===== src/hw/rtl/wli_pkg.sv =====
`timescale 1ns / 1ps
// ----------------------------------------------------------------------------
// wli_pkg: shared types and constants of the waypoint line interpolator
// Coordinate and step widths, register reset value, queue depth and the
// segment descriptor passed from the front end to the sample generator.
// ----------------------------------------------------------------------------
package wli_pkg;

  localparam int CoordW    = 32;            // signed Q16.16 coordinate
  localparam int StepW     = 16;            // unsigned Q0.16 step, fraction only
  localparam int FifoDepth = 2;             // segment queue entries

  localparam logic [StepW-1:0] StepReset = 16'd3277;  // 0.05 m

  // One segment to walk, already classified by major axis.
  typedef struct packed {
    logic              xmajor;   // x is the major axis
    logic              maj_neg;  // major delta is negative
    logic              min_neg;  // minor delta is negative
    logic [CoordW-1:0] maj0;     // start coordinate on the major axis
    logic [CoordW-1:0] min0;     // start coordinate on the minor axis
    logic [CoordW-1:0] amaj;     // |major delta|, never zero
    logic [CoordW-1:0] amin;     // |minor delta|, <= amaj
  } seg_t;

endpackage


===== src/hw/rtl/waypoint_line_interpolator.sv =====
`timescale 1ns / 1ps
// ----------------------------------------------------------------------------
// waypoint_line_interpolator: straight-line sampling between waypoints
// Walks from each waypoint to the next in sample_step increments along the
// major axis and emits the points in between.
// ----------------------------------------------------------------------------
// Usage:
//   s_axis carries waypoints (x, y in tdata, list_start in tuser). The first
//   waypoint of a list produces nothing and sets the previous point to the
//   origin; each later waypoint produces up to MAX_RUN points on m_axis
//   (x, y in tdata), tlast on the last point of the run, tuser set on every
//   point of a run that was cut at MAX_RUN.
//   The cfg channel writes sample_step (0 acts as 1); write it only while
//   the block is idle. cfg_ready_o is always high.
//   Intake takes one waypoint per cycle while the two-entry segment queue
//   has room. Each segment then goes through setup (queue pop, multiply,
//   16-step slope divider) before its points are emitted, and the
//   generator pops the next segment only after the last point of the
//   current run has been emitted.
//   Reset clears the previous point, the list state, the queue and the
//   output register, and loads sample_step with 0.05 m. When the receiver
//   stalls, the output register holds its point, the generator waits and
//   intake keeps filling the queue until it is full.
// ----------------------------------------------------------------------------
module waypoint_line_interpolator import wli_pkg::*; #(
  parameter int MAX_RUN = 64
) (
  input  logic                clk_i,
  input  logic                rst_ni,
  input  logic                cfg_valid_i,
  output logic                cfg_ready_o,
  input  logic [StepW-1:0]    cfg_data_i,     // sample_step
  input  logic                s_axis_tvalid,
  output logic                s_axis_tready,
  input  logic [2*CoordW-1:0] s_axis_tdata,   // [31:0] point_x, [63:32] point_y
  input  logic [0:0]          s_axis_tuser,   // [0] list_start
  output logic                m_axis_tvalid,
  input  logic                m_axis_tready,
  output logic [2*CoordW-1:0] m_axis_tdata,   // [31:0] sample_x, [63:32] sample_y
  output logic                m_axis_tlast,   // last_of_run
  output logic [0:0]          m_axis_tuser    // [0] run_cut
);

  logic [StepW-1:0] sample_step_q;
  logic [StepW-1:0] step_eff;

  logic seg_push, seg_full, seg_pop, seg_valid;
  seg_t seg_in, seg_out;

  assign cfg_ready_o = 1'b1;
  assign step_eff    = (sample_step_q == '0) ? StepW'(1) : sample_step_q;

  always_ff @(posedge clk_i or negedge rst_ni) begin
    if (!rst_ni) begin
      sample_step_q <= StepReset;
    end else if (cfg_valid_i && cfg_ready_o) begin
      sample_step_q <= cfg_data_i;
    end
  end

  wli_front u_front (
    .clk_i        (clk_i),
    .rst_ni       (rst_ni),
    .s_axis_tvalid(s_axis_tvalid),
    .s_axis_tready(s_axis_tready),
    .s_axis_tdata (s_axis_tdata),
    .s_axis_tuser (s_axis_tuser),
    .seg_full_i   (seg_full),
    .seg_push_o   (seg_push),
    .seg_o        (seg_in)
  );

  wli_fifo u_fifo (
    .clk_i  (clk_i),
    .rst_ni (rst_ni),
    .push_i (seg_push),
    .data_i (seg_in),
    .full_o (seg_full),
    .pop_i  (seg_pop),
    .valid_o(seg_valid),
    .data_o (seg_out)
  );

  wli_back #(
    .MAX_RUN(MAX_RUN)
  ) u_back (
    .clk_i        (clk_i),
    .rst_ni       (rst_ni),
    .step_i       (step_eff),
    .seg_valid_i  (seg_valid),
    .seg_i        (seg_out),
    .seg_pop_o    (seg_pop),
    .m_axis_tvalid(m_axis_tvalid),
    .m_axis_tready(m_axis_tready),
    .m_axis_tdata (m_axis_tdata),
    .m_axis_tlast (m_axis_tlast),
    .m_axis_tuser (m_axis_tuser)
  );

endmodule


===== src/hw/rtl/wli_front.sv =====
`timescale 1ns / 1ps
// ----------------------------------------------------------------------------
// wli_front: waypoint intake
// Tracks the previous point, handles list starts and turns each later
// waypoint into a segment descriptor with its major axis picked.
// ----------------------------------------------------------------------------
module wli_front import wli_pkg::*; (
  input  logic                clk_i,
  input  logic                rst_ni,
  input  logic                s_axis_tvalid,
  output logic                s_axis_tready,
  input  logic [2*CoordW-1:0] s_axis_tdata,   // point_x, point_y
  input  logic [0:0]          s_axis_tuser,   // list_start
  input  logic                seg_full_i,
  output logic                seg_push_o,
  output seg_t                seg_o
);

  logic [CoordW-1:0] prev_x_q, prev_x_d;
  logic [CoordW-1:0] prev_y_q, prev_y_d;
  logic              have_start_q, have_start_d;

  logic              accept;
  logic              new_list;
  logic [CoordW-1:0] px, py;
  logic [CoordW:0]   dx, dy;
  logic [CoordW-1:0] adx, ady;
  logic              xmajor;

  assign s_axis_tready = !seg_full_i;
  assign accept        = s_axis_tvalid && s_axis_tready;
  assign px            = s_axis_tdata[CoordW-1:0];
  assign py            = s_axis_tdata[2*CoordW-1:CoordW];
  assign new_list      = s_axis_tuser[0] || !have_start_q;

  // 33-bit deltas cannot overflow; magnitudes fit in 32 bits
  assign dx  = {px[CoordW-1], px} - {prev_x_q[CoordW-1], prev_x_q};
  assign dy  = {py[CoordW-1], py} - {prev_y_q[CoordW-1], prev_y_q};
  assign adx = dx[CoordW] ? CoordW'(-dx) : dx[CoordW-1:0];
  assign ady = dy[CoordW] ? CoordW'(-dy) : dy[CoordW-1:0];
  assign xmajor = adx >= ady;

  always_comb begin
    seg_o.xmajor  = xmajor;
    seg_o.maj_neg = xmajor ? dx[CoordW] : dy[CoordW];
    seg_o.min_neg = xmajor ? dy[CoordW] : dx[CoordW];
    seg_o.maj0    = xmajor ? prev_x_q : prev_y_q;
    seg_o.min0    = xmajor ? prev_y_q : prev_x_q;
    seg_o.amaj    = xmajor ? adx : ady;
    seg_o.amin    = xmajor ? ady : adx;
  end

  // same point: nothing to walk
  assign seg_push_o = accept && !new_list && (seg_o.amaj != '0);

  always_comb begin
    prev_x_d     = prev_x_q;
    prev_y_d     = prev_y_q;
    have_start_d = have_start_q;
    if (accept) begin
      if (new_list) begin
        prev_x_d     = '0;
        prev_y_d     = '0;
        have_start_d = 1'b1;
      end else begin
        prev_x_d = px;
        prev_y_d = py;
      end
    end
  end

  always_ff @(posedge clk_i or negedge rst_ni) begin
    if (!rst_ni) begin
      prev_x_q     <= '0;
      prev_y_q     <= '0;
      have_start_q <= 1'b0;
    end else begin
      prev_x_q     <= prev_x_d;
      prev_y_q     <= prev_y_d;
      have_start_q <= have_start_d;
    end
  end

endmodule


===== src/hw/rtl/wli_fifo.sv =====
`timescale 1ns / 1ps
// ----------------------------------------------------------------------------
// wli_fifo: segment queue
// Small register queue that decouples waypoint intake from sample output.
// ----------------------------------------------------------------------------
module wli_fifo import wli_pkg::*; (
  input  logic clk_i,
  input  logic rst_ni,
  input  logic push_i,
  input  seg_t data_i,
  output logic full_o,
  input  logic pop_i,
  output logic valid_o,
  output seg_t data_o
);

  localparam int PtrW = (FifoDepth > 1) ? $clog2(FifoDepth) : 1;
  localparam int CntW = $clog2(FifoDepth + 1);
  localparam logic [PtrW-1:0] PtrLast = PtrW'(FifoDepth - 1);
  localparam logic [CntW-1:0] CntFull = CntW'(FifoDepth);

  seg_t            mem_q [FifoDepth];
  logic [PtrW-1:0] wr_ptr_q, rd_ptr_q;
  logic [CntW-1:0] count_q;

  assign full_o  = count_q == CntFull;
  assign valid_o = count_q != '0;
  assign data_o  = mem_q[rd_ptr_q];

  always_ff @(posedge clk_i) begin
    if (push_i) begin
      mem_q[wr_ptr_q] <= data_i;
    end
  end

  always_ff @(posedge clk_i or negedge rst_ni) begin
    if (!rst_ni) begin
      wr_ptr_q <= '0;
      rd_ptr_q <= '0;
      count_q  <= '0;
    end else begin
      if (push_i) begin
        wr_ptr_q <= (wr_ptr_q == PtrLast) ? '0 : wr_ptr_q + 1'b1;
      end
      if (pop_i) begin
        rd_ptr_q <= (rd_ptr_q == PtrLast) ? '0 : rd_ptr_q + 1'b1;
      end
      unique case ({push_i, pop_i})
        2'b10:   count_q <= count_q + 1'b1;
        2'b01:   count_q <= count_q - 1'b1;
        default: count_q <= count_q;
      endcase
    end
  end

  a_no_overflow: assert property (@(posedge clk_i) disable iff (!rst_ni)
    !(push_i && full_o && !pop_i))
    else $error("segment queue overflow");

  a_no_underflow: assert property (@(posedge clk_i) disable iff (!rst_ni)
    pop_i |-> valid_o)
    else $error("segment queue popped while empty");

  a_count_range: assert property (@(posedge clk_i) disable iff (!rst_ni)
    count_q <= CntFull)
    else $error("segment queue count out of range");

endmodule


===== src/hw/rtl/wli_back.sv =====
`timescale 1ns / 1ps
// ----------------------------------------------------------------------------
// wli_back: sample generator
// Per segment: one slope division (16 restoring steps), then one point per
// cycle while the output is free, from a running minor-axis quotient/remainder.
// ----------------------------------------------------------------------------
module wli_back import wli_pkg::*; #(
  parameter int MAX_RUN = 64
) (
  input  logic                clk_i,
  input  logic                rst_ni,
  input  logic [StepW-1:0]    step_i,       // never zero
  input  logic                seg_valid_i,
  input  seg_t                seg_i,
  output logic                seg_pop_o,
  output logic                m_axis_tvalid,
  input  logic                m_axis_tready,
  output logic [2*CoordW-1:0] m_axis_tdata,  // sample_x, sample_y
  output logic                m_axis_tlast,  // last_of_run
  output logic [0:0]          m_axis_tuser   // run_cut
);

  localparam int CntW    = $clog2(MAX_RUN + 1);
  localparam int AlongW  = StepW + CntW;
  localparam int ProdW   = CoordW + StepW;
  localparam int DivCntW = $clog2(StepW);
  localparam logic [CntW-1:0]    RunLast = CntW'(MAX_RUN);
  localparam logic [AlongW-1:0]  RunPlus = AlongW'(MAX_RUN + 1);
  localparam logic [DivCntW-1:0] DivLast = DivCntW'(StepW - 1);

  typedef enum logic [2:0] {B_IDLE, B_MUL, B_PREP, B_DIV, B_EMIT} state_e;

  state_e             state_q;
  seg_t               seg_q;
  logic [ProdW-1:0]   prod_q;
  logic [AlongW-1:0]  lim_q;
  logic [CoordW-1:0]  rem_q;
  logic [StepW-1:0]   dlo_q;
  logic [StepW-1:0]   quo_q;
  logic [DivCntW-1:0] div_cnt_q;
  logic [StepW-1:0]   qstep_q;
  logic [CoordW-1:0]  rstep_q;
  logic [AlongW-1:0]  along_q;
  logic [AlongW-1:0]  q_q;
  logic [CoordW-1:0]  r_q;
  logic [CntW-1:0]    n_q;
  logic               cut_q;
  logic               m_valid_q;
  logic [2*CoordW-1:0] m_data_q;
  logic               m_last_q;
  logic               m_cut_q;

  logic [ProdW-1:0]   prod_d;
  logic [AlongW-1:0]  lim_d;
  logic [CoordW:0]    rem_sh;
  logic               div_ge;
  logic [CoordW-1:0]  rem_nx;
  logic [StepW-1:0]   quo_nx;
  logic [CoordW-1:0]  along32;
  logic [AlongW-1:0]  along_nx;
  logic [CoordW-1:0]  maj_val, min_val, off;
  logic               rnd;
  logic [CoordW:0]    r_sum;
  logic               r_wrap;
  logic [CoordW-1:0]  r_nx;
  logic [AlongW-1:0]  q_nx;
  logic               is_last;
  logic               out_free;
  logic               emit;

  assign prod_d = ProdW'(seg_q.amin) * ProdW'(step_i);
  assign lim_d  = RunPlus * AlongW'(step_i);

  // restoring division of |dmin|*step by |dmaj|; quotient fits in StepW bits
  assign rem_sh = {rem_q, dlo_q[StepW-1]};
  assign div_ge = rem_sh >= {1'b0, seg_q.amaj};
  assign rem_nx = div_ge ? CoordW'(rem_sh - {1'b0, seg_q.amaj}) : rem_sh[CoordW-1:0];
  assign quo_nx = {quo_q[StepW-2:0], div_ge};

  assign along32  = CoordW'(along_q);
  assign along_nx = along_q + AlongW'(step_i);
  assign maj_val  = seg_q.maj_neg ? seg_q.maj0 - along32 : seg_q.maj0 + along32;

  // round half away from zero on the magnitude
  assign rnd     = {r_q, 1'b0} >= {1'b0, seg_q.amaj};
  assign off     = CoordW'(q_q) + CoordW'(rnd);
  assign min_val = seg_q.min_neg ? seg_q.min0 - off : seg_q.min0 + off;

  assign r_sum  = {1'b0, r_q} + {1'b0, rstep_q};
  assign r_wrap = r_sum >= {1'b0, seg_q.amaj};
  assign r_nx   = r_wrap ? CoordW'(r_sum - {1'b0, seg_q.amaj}) : r_sum[CoordW-1:0];
  assign q_nx   = q_q + AlongW'(qstep_q) + AlongW'(r_wrap);

  assign is_last  = (n_q == RunLast) || (CoordW'(along_nx) >= seg_q.amaj);
  assign out_free = !m_valid_q || m_axis_tready;
  assign emit     = (state_q == B_EMIT) && out_free;

  assign seg_pop_o     = (state_q == B_IDLE) && seg_valid_i;
  assign m_axis_tvalid = m_valid_q;
  assign m_axis_tdata  = m_data_q;
  assign m_axis_tlast  = m_last_q;
  assign m_axis_tuser  = m_cut_q;

  always_ff @(posedge clk_i or negedge rst_ni) begin
    if (!rst_ni) begin
      state_q   <= B_IDLE;
      seg_q     <= '0;
      prod_q    <= '0;
      lim_q     <= '0;
      rem_q     <= '0;
      dlo_q     <= '0;
      quo_q     <= '0;
      div_cnt_q <= '0;
      qstep_q   <= '0;
      rstep_q   <= '0;
      along_q   <= '0;
      q_q       <= '0;
      r_q       <= '0;
      n_q       <= '0;
      cut_q     <= 1'b0;
      m_valid_q <= 1'b0;
      m_data_q  <= '0;
      m_last_q  <= 1'b0;
      m_cut_q   <= 1'b0;
    end else begin
      if (emit) begin
        m_valid_q <= 1'b1;
      end else if (m_axis_tready) begin
        m_valid_q <= 1'b0;
      end
      unique case (state_q)
        B_IDLE: begin
          if (seg_valid_i) begin
            seg_q   <= seg_i;
            state_q <= B_MUL;
          end
        end
        B_MUL: begin
          prod_q  <= prod_d;
          lim_q   <= lim_d;
          state_q <= B_PREP;
        end
        B_PREP: begin
          rem_q     <= prod_q[ProdW-1:StepW];
          dlo_q     <= prod_q[StepW-1:0];
          quo_q     <= '0;
          div_cnt_q <= '0;
          cut_q     <= CoordW'(lim_q) < seg_q.amaj;
          // first step already reaches the endpoint: empty run
          if (CoordW'(step_i) >= seg_q.amaj) begin
            state_q <= B_IDLE;
          end else begin
            state_q <= B_DIV;
          end
        end
        B_DIV: begin
          rem_q     <= rem_nx;
          dlo_q     <= {dlo_q[StepW-2:0], 1'b0};
          quo_q     <= quo_nx;
          div_cnt_q <= div_cnt_q + 1'b1;
          if (div_cnt_q == DivLast) begin
            qstep_q <= quo_nx;
            rstep_q <= rem_nx;
            q_q     <= AlongW'(quo_nx);
            r_q     <= rem_nx;
            along_q <= AlongW'(step_i);
            n_q     <= CntW'(1);
            state_q <= B_EMIT;
          end
        end
        B_EMIT: begin
          if (out_free) begin
            m_data_q  <= seg_q.xmajor ? {min_val, maj_val} : {maj_val, min_val};
            m_last_q  <= is_last;
            m_cut_q   <= cut_q;
            along_q   <= along_nx;
            q_q       <= q_nx;
            r_q       <= r_nx;
            n_q       <= n_q + 1'b1;
            if (is_last) begin
              state_q <= B_IDLE;
            end
          end
        end
        default: state_q <= B_IDLE;
      endcase
    end
  end

  a_along_inside: assert property (@(posedge clk_i) disable iff (!rst_ni)
    (state_q == B_EMIT) |-> (along32 < seg_q.amaj))
    else $error("sample position reached the segment end");

  a_resid_range: assert property (@(posedge clk_i) disable iff (!rst_ni)
    (state_q == B_EMIT) |-> (r_q < seg_q.amaj))
    else $error("minor-axis remainder out of range");

  a_count_range: assert property (@(posedge clk_i) disable iff (!rst_ni)
    (state_q == B_EMIT) |-> (n_q != '0 && n_q <= RunLast))
    else $error("point index out of range");

  a_run_done: assert property (@(posedge clk_i) disable iff (!rst_ni)
    (emit && is_last) |=> (state_q == B_IDLE))
    else $error("run did not end after its last point");

endmodule

===== config.mk =====
export PLATFORM = sky130hd
export DESIGN_NAME = waypoint_line_interpolator
export DESIGN_NICKNAME = d
export VERILOG_FILES = /design/src/hw/rtl/wli_pkg.sv /design/src/hw/rtl/waypoint_line_interpolator.sv /design/src/hw/rtl/wli_front.sv /design/src/hw/rtl/wli_fifo.sv /design/src/hw/rtl/wli_back.sv
export SDC_FILE = /design/constraint.sdc
export NUM_CORES = 2
export LEC_CHECK = 0
export BUFFER_PORTS_ARGS = -buffer_cell sky130_fd_sc_hd__buf_2
export CAP_MARGIN = 30
export CORE_MARGIN = 10
export CORE_UTILIZATION = 59
export CTS_CLUSTER_SIZE = 24
export DETAILED_ROUTE_END_ITERATION = 10
export PLACE_DENSITY = 0.79
export SETUP_SLACK_MARGIN = 0.1
export SLEW_MARGIN = 20
export SYNTH_ARGS = -nofsm -noshare
export SYNTH_HDL_FRONTEND = slang
export SYNTH_SLANG_ARGS = --single-unit

===== constraint.sdc =====
create_clock -name clk_i -period 12.11 [get_ports clk_i]
set_input_delay 0.6055 -clock clk_i [delete_from_list [all_inputs] [get_ports clk_i]]
set_output_delay 0.6055 -clock clk_i [all_outputs]
set_load 0.1 [all_outputs]

==> out/results.tsv <==
stage	metric	value	unit
status	outcome	completed	
timing	slew_viol_final	0	
detailed_routing	drt-initial-drc-count	5643	
timing	hold_violations	0	
synth	synth_top_flop_cell	dfrtp_1	
clock_tree	cts_tree	yes	
global_route	grt_overflow	0	
critical_path	rr_endpoint	u_fifo.mem_q[1][88]$_DFFE_PP_	
timing	skew	0.0306	ns
die	floorplan.die_area	130000	um^2
run	cap_violations	0	
synth	synth_cells	7484	
min_path	whs_endpoint	sample_step_q[1]$_DFFE_PN0P_	
synth	ys_top_cells_by_count	993 x nand2_1, 665 x inv_1, 566 x a21oi_1	
clock_tree	cts_resized	0	
clock_tree	clkSinkCount	820	
global_route	grt_pass1_vias	55400	
timing	rsz0062_at_grt	false	
die	die_h	360	um
die	fp.dieW	360	um
critical_path	critical_path_arrival	9.65	ns
critical_path	ff2ff_setup_slack	2.83	ns
detailed_routing	drc	0	
detailed_routing	drt-wirelength-per-cell	23.1	um
timing	worstMarginPinSlew	1.12	ns
synth	ys_async_sr_fraction	68.0	%
die	num_rows	124	
synth	avgSynthCellArea	9.11	um^2
timing	setup-tns-final	0	ns
timing	finalCritPeriodShare	76.6	%
clock_tree	cts_max_level	3	
synth	synth-seq-cells	820	
critical_path	critPathMaxFanout	62	
min_path	hold_depth	2	
critical_path	end_kind	flop	
detailed_routing	routed_via_density	6.21	
detailed_routing	first_pass_iters	6	
clock_tree	clkLatencyLatePin	0.71	ns
timing	maxSlewHeadroom	24.2	%
layout	areaGrowthSynthToFinish	7.63	%
detailed_routing	vias	56000	
min_path	min_from	cfg_data_i[1]	
layout	finalNetCount	8464	
critical_path	r2r_cells	30	
critical_path	crit_path_max_incr_delay	0.78	ns
die	core_area	115000	um^2
layout	drive_above_1_share	6.58	%
synth	synth_edf_count	262	
detailed_routing	wirelength	209000	um
critical_path	crit_top_cell	nand3_1	
clock_tree	post_cts_buffers	0	
place	dp_hpwl	157000	um
synth	yosys.area.top_type	dfrtp_1	
layout	fill_cells	9343	
synth	yosysWarnings	0	
synth	ys_seq_area_share	32.0	%
critical_path	start_kind	flop	
place	portBuffers	153	
timing	setup_viol	0	
global_route	antenna_found_initial	10	
global_route	grt_pass1_wl	324000	um
detailed_routing	drt.antenna.violating_nets	0	
die	pin_count	155	
critical_path	crit_slowest_cell	and2_4	
synth	netlist_area	68200	um^2
synth	synth.top_cell.area_share	20.2	%
global_route	grt_max_degree	194	
critical_path	critical_path_class	reg -> reg	
clock_tree	cts_root_buf	clkbuf_16	
synth	synth.net_count	8526	
synth	synth_area_leaders	dfrtp_1 20%, fa_1 13%, edfxtp_1 12%	
synth	synth.distinct_cells	104	
timing	fin_crit	9.28	ns
critical_path	timing.rr.start	u_front.prev_x_q[0]$_DFFE_PN0P_	
clock_tree	cts_hold_buffers	1	
critical_path	required	12.48	ns
min_path	hold_class	in -> reg	
synth	synth_most_common_cell	nand2_1	
clock_tree	cts_buffer_depth	3	
clock_tree	clk_pin_slew	0.07	ns
die	start_util	59.6	%
timing	clock.fmax	0.108	GHz
clock_tree	cts_buffers	93	
global_route	groute.usage.overall	31.7	%
place	place_congestion	1.00	
==> worst max path at each step <==
stage | from | end | slack (ns) | cells after the start
2_1_floorplan | s_axis_tdata[32] | u_fifo.mem_q[0][0]$_DFFE_PP_ | 1.63 | 31
3_3_place_gp | s_axis_tdata[0] | u_fifo.mem_q[1][92]$_DFFE_PP_ | 2.95 | 32
3_5_place_dp | s_axis_tdata[0] | u_fifo.mem_q[1][117]$_DFFE_PP_ | 2.75 | 32
4_1_cts | u_back.r_q[0]$_DFFE_PN0P_ | u_back.q_q[19]$_DFFE_PN0P_ | 2.95 | 39
5_1_grt | u_back.r_q[0]$_DFFE_PN0P_ | u_back.q_q[19]$_DFFE_PN0P_ | 1.90 | 39
6_report | u_front.prev_x_q[0]$_DFFE_PN0P_ | u_fifo.mem_q[1][88]$_DFFE_PP_ | 2.83 | 30
==> metrics by stage <==
stage	area (um^2)	instances	utilization, %	hold slack, ns	setup WS (ns)
after floorplan	68200	7484	-	0.310	1.63
after detailed placement	70200	8833	61.3	0.466	2.75
after global placement	70100	8832	61.2	0.439	2.95
final	73400	9016	64.1	0.121	2.83
after global routing	73400	9015	64.1	0.112	1.90
after CTS	73300	9010	64.1	0.0905	2.95
==> cells in the final DEF (no fill, tap or decap), types with 221 or more instances in the layout <==
master,synthesis,routed
nand2_1,993,989
dfrtp_1,551,548
xnor2_1,246,246
o21ai_0,458,458
inv_1,665,664
edfxtp_1,262,262
ha_1,527,527
fa_1,429,429
nor2_1,513,511
a21oi_1,566,564
mux2i_1,221,221
==> layout make-up <==
cell class	count	area, um^2	share of cell area [%]
clock inverter	51	593	0.808
clock buffer	125	2580	3.52
inverter	666	2500	3.41
sequential	820	21800	29.8
antenna	1	2.50	0.00341
tap	1512	1890	2.58
multi-input combinational	5615	42500	58.0
timing repair buffer	226	1440	1.96
==> cell families after synthesis <==
kind of cell,share of synthesized area (%)
buffers and inverters,5.79
and+or+nand+nor,14.9
DFF,32.0
AOI/OAI and AO/OA,16.0
adders and majority gates,22.3
muxes,3.87
xor gates and xnor gates,5.11
other,0.00550
==> critical path, delay by kind of cell (launching register included) <==
family	cells	cell delay, ns
XOR/XNOR	2	0.79
AO/OA/AOI/OAI	13	2.97
adder cells (fa/ha/maj)	3	0.94
flip-flops	1	0.44
buffers and inverters	2	0.54
AND/OR/NAND/NOR	10	3.19
==> metal layers <==
layer / share of wire [%] / vias to the layer above / global-route usage (%)
met5: 0.027 / - / 0
met4: 3.8 / 6 / 10.8
met3: 8.6 / 493 / 5.98
met2: 45 / 2460 / 49.2
met1: 43 / 27500 / 44.3
li1: - / 25500 / -
==> state kept, by name (all words and copies together), names as in the netlist, 16 cells and up <==
| signal | count |
|---|---|
| u_back.along_q | 23 |
| u_back.lim_q | 23 |
| u_front.prev_y_q | 32 |
| u_back.qstep_q | 16 |
| u_back.prod_q | 48 |
| u_back.rem_q | 32 |
| sample_step_q | 16 |
| u_front.prev_x_q | 32 |
| u_back.dlo_q | 16 |
| u_back.r_q | 32 |
| u_back.seg_q | 131 |
| u_back.q_q | 23 |
| u_fifo.mem_q | 262 |
| u_back.m_axis_tdata | 64 |
| u_back.rstep_q | 32 |
Power is left out: the tool's default activity adds up to more than one toggle a clock period on the data nets, which glitch-free logic cannot reach.
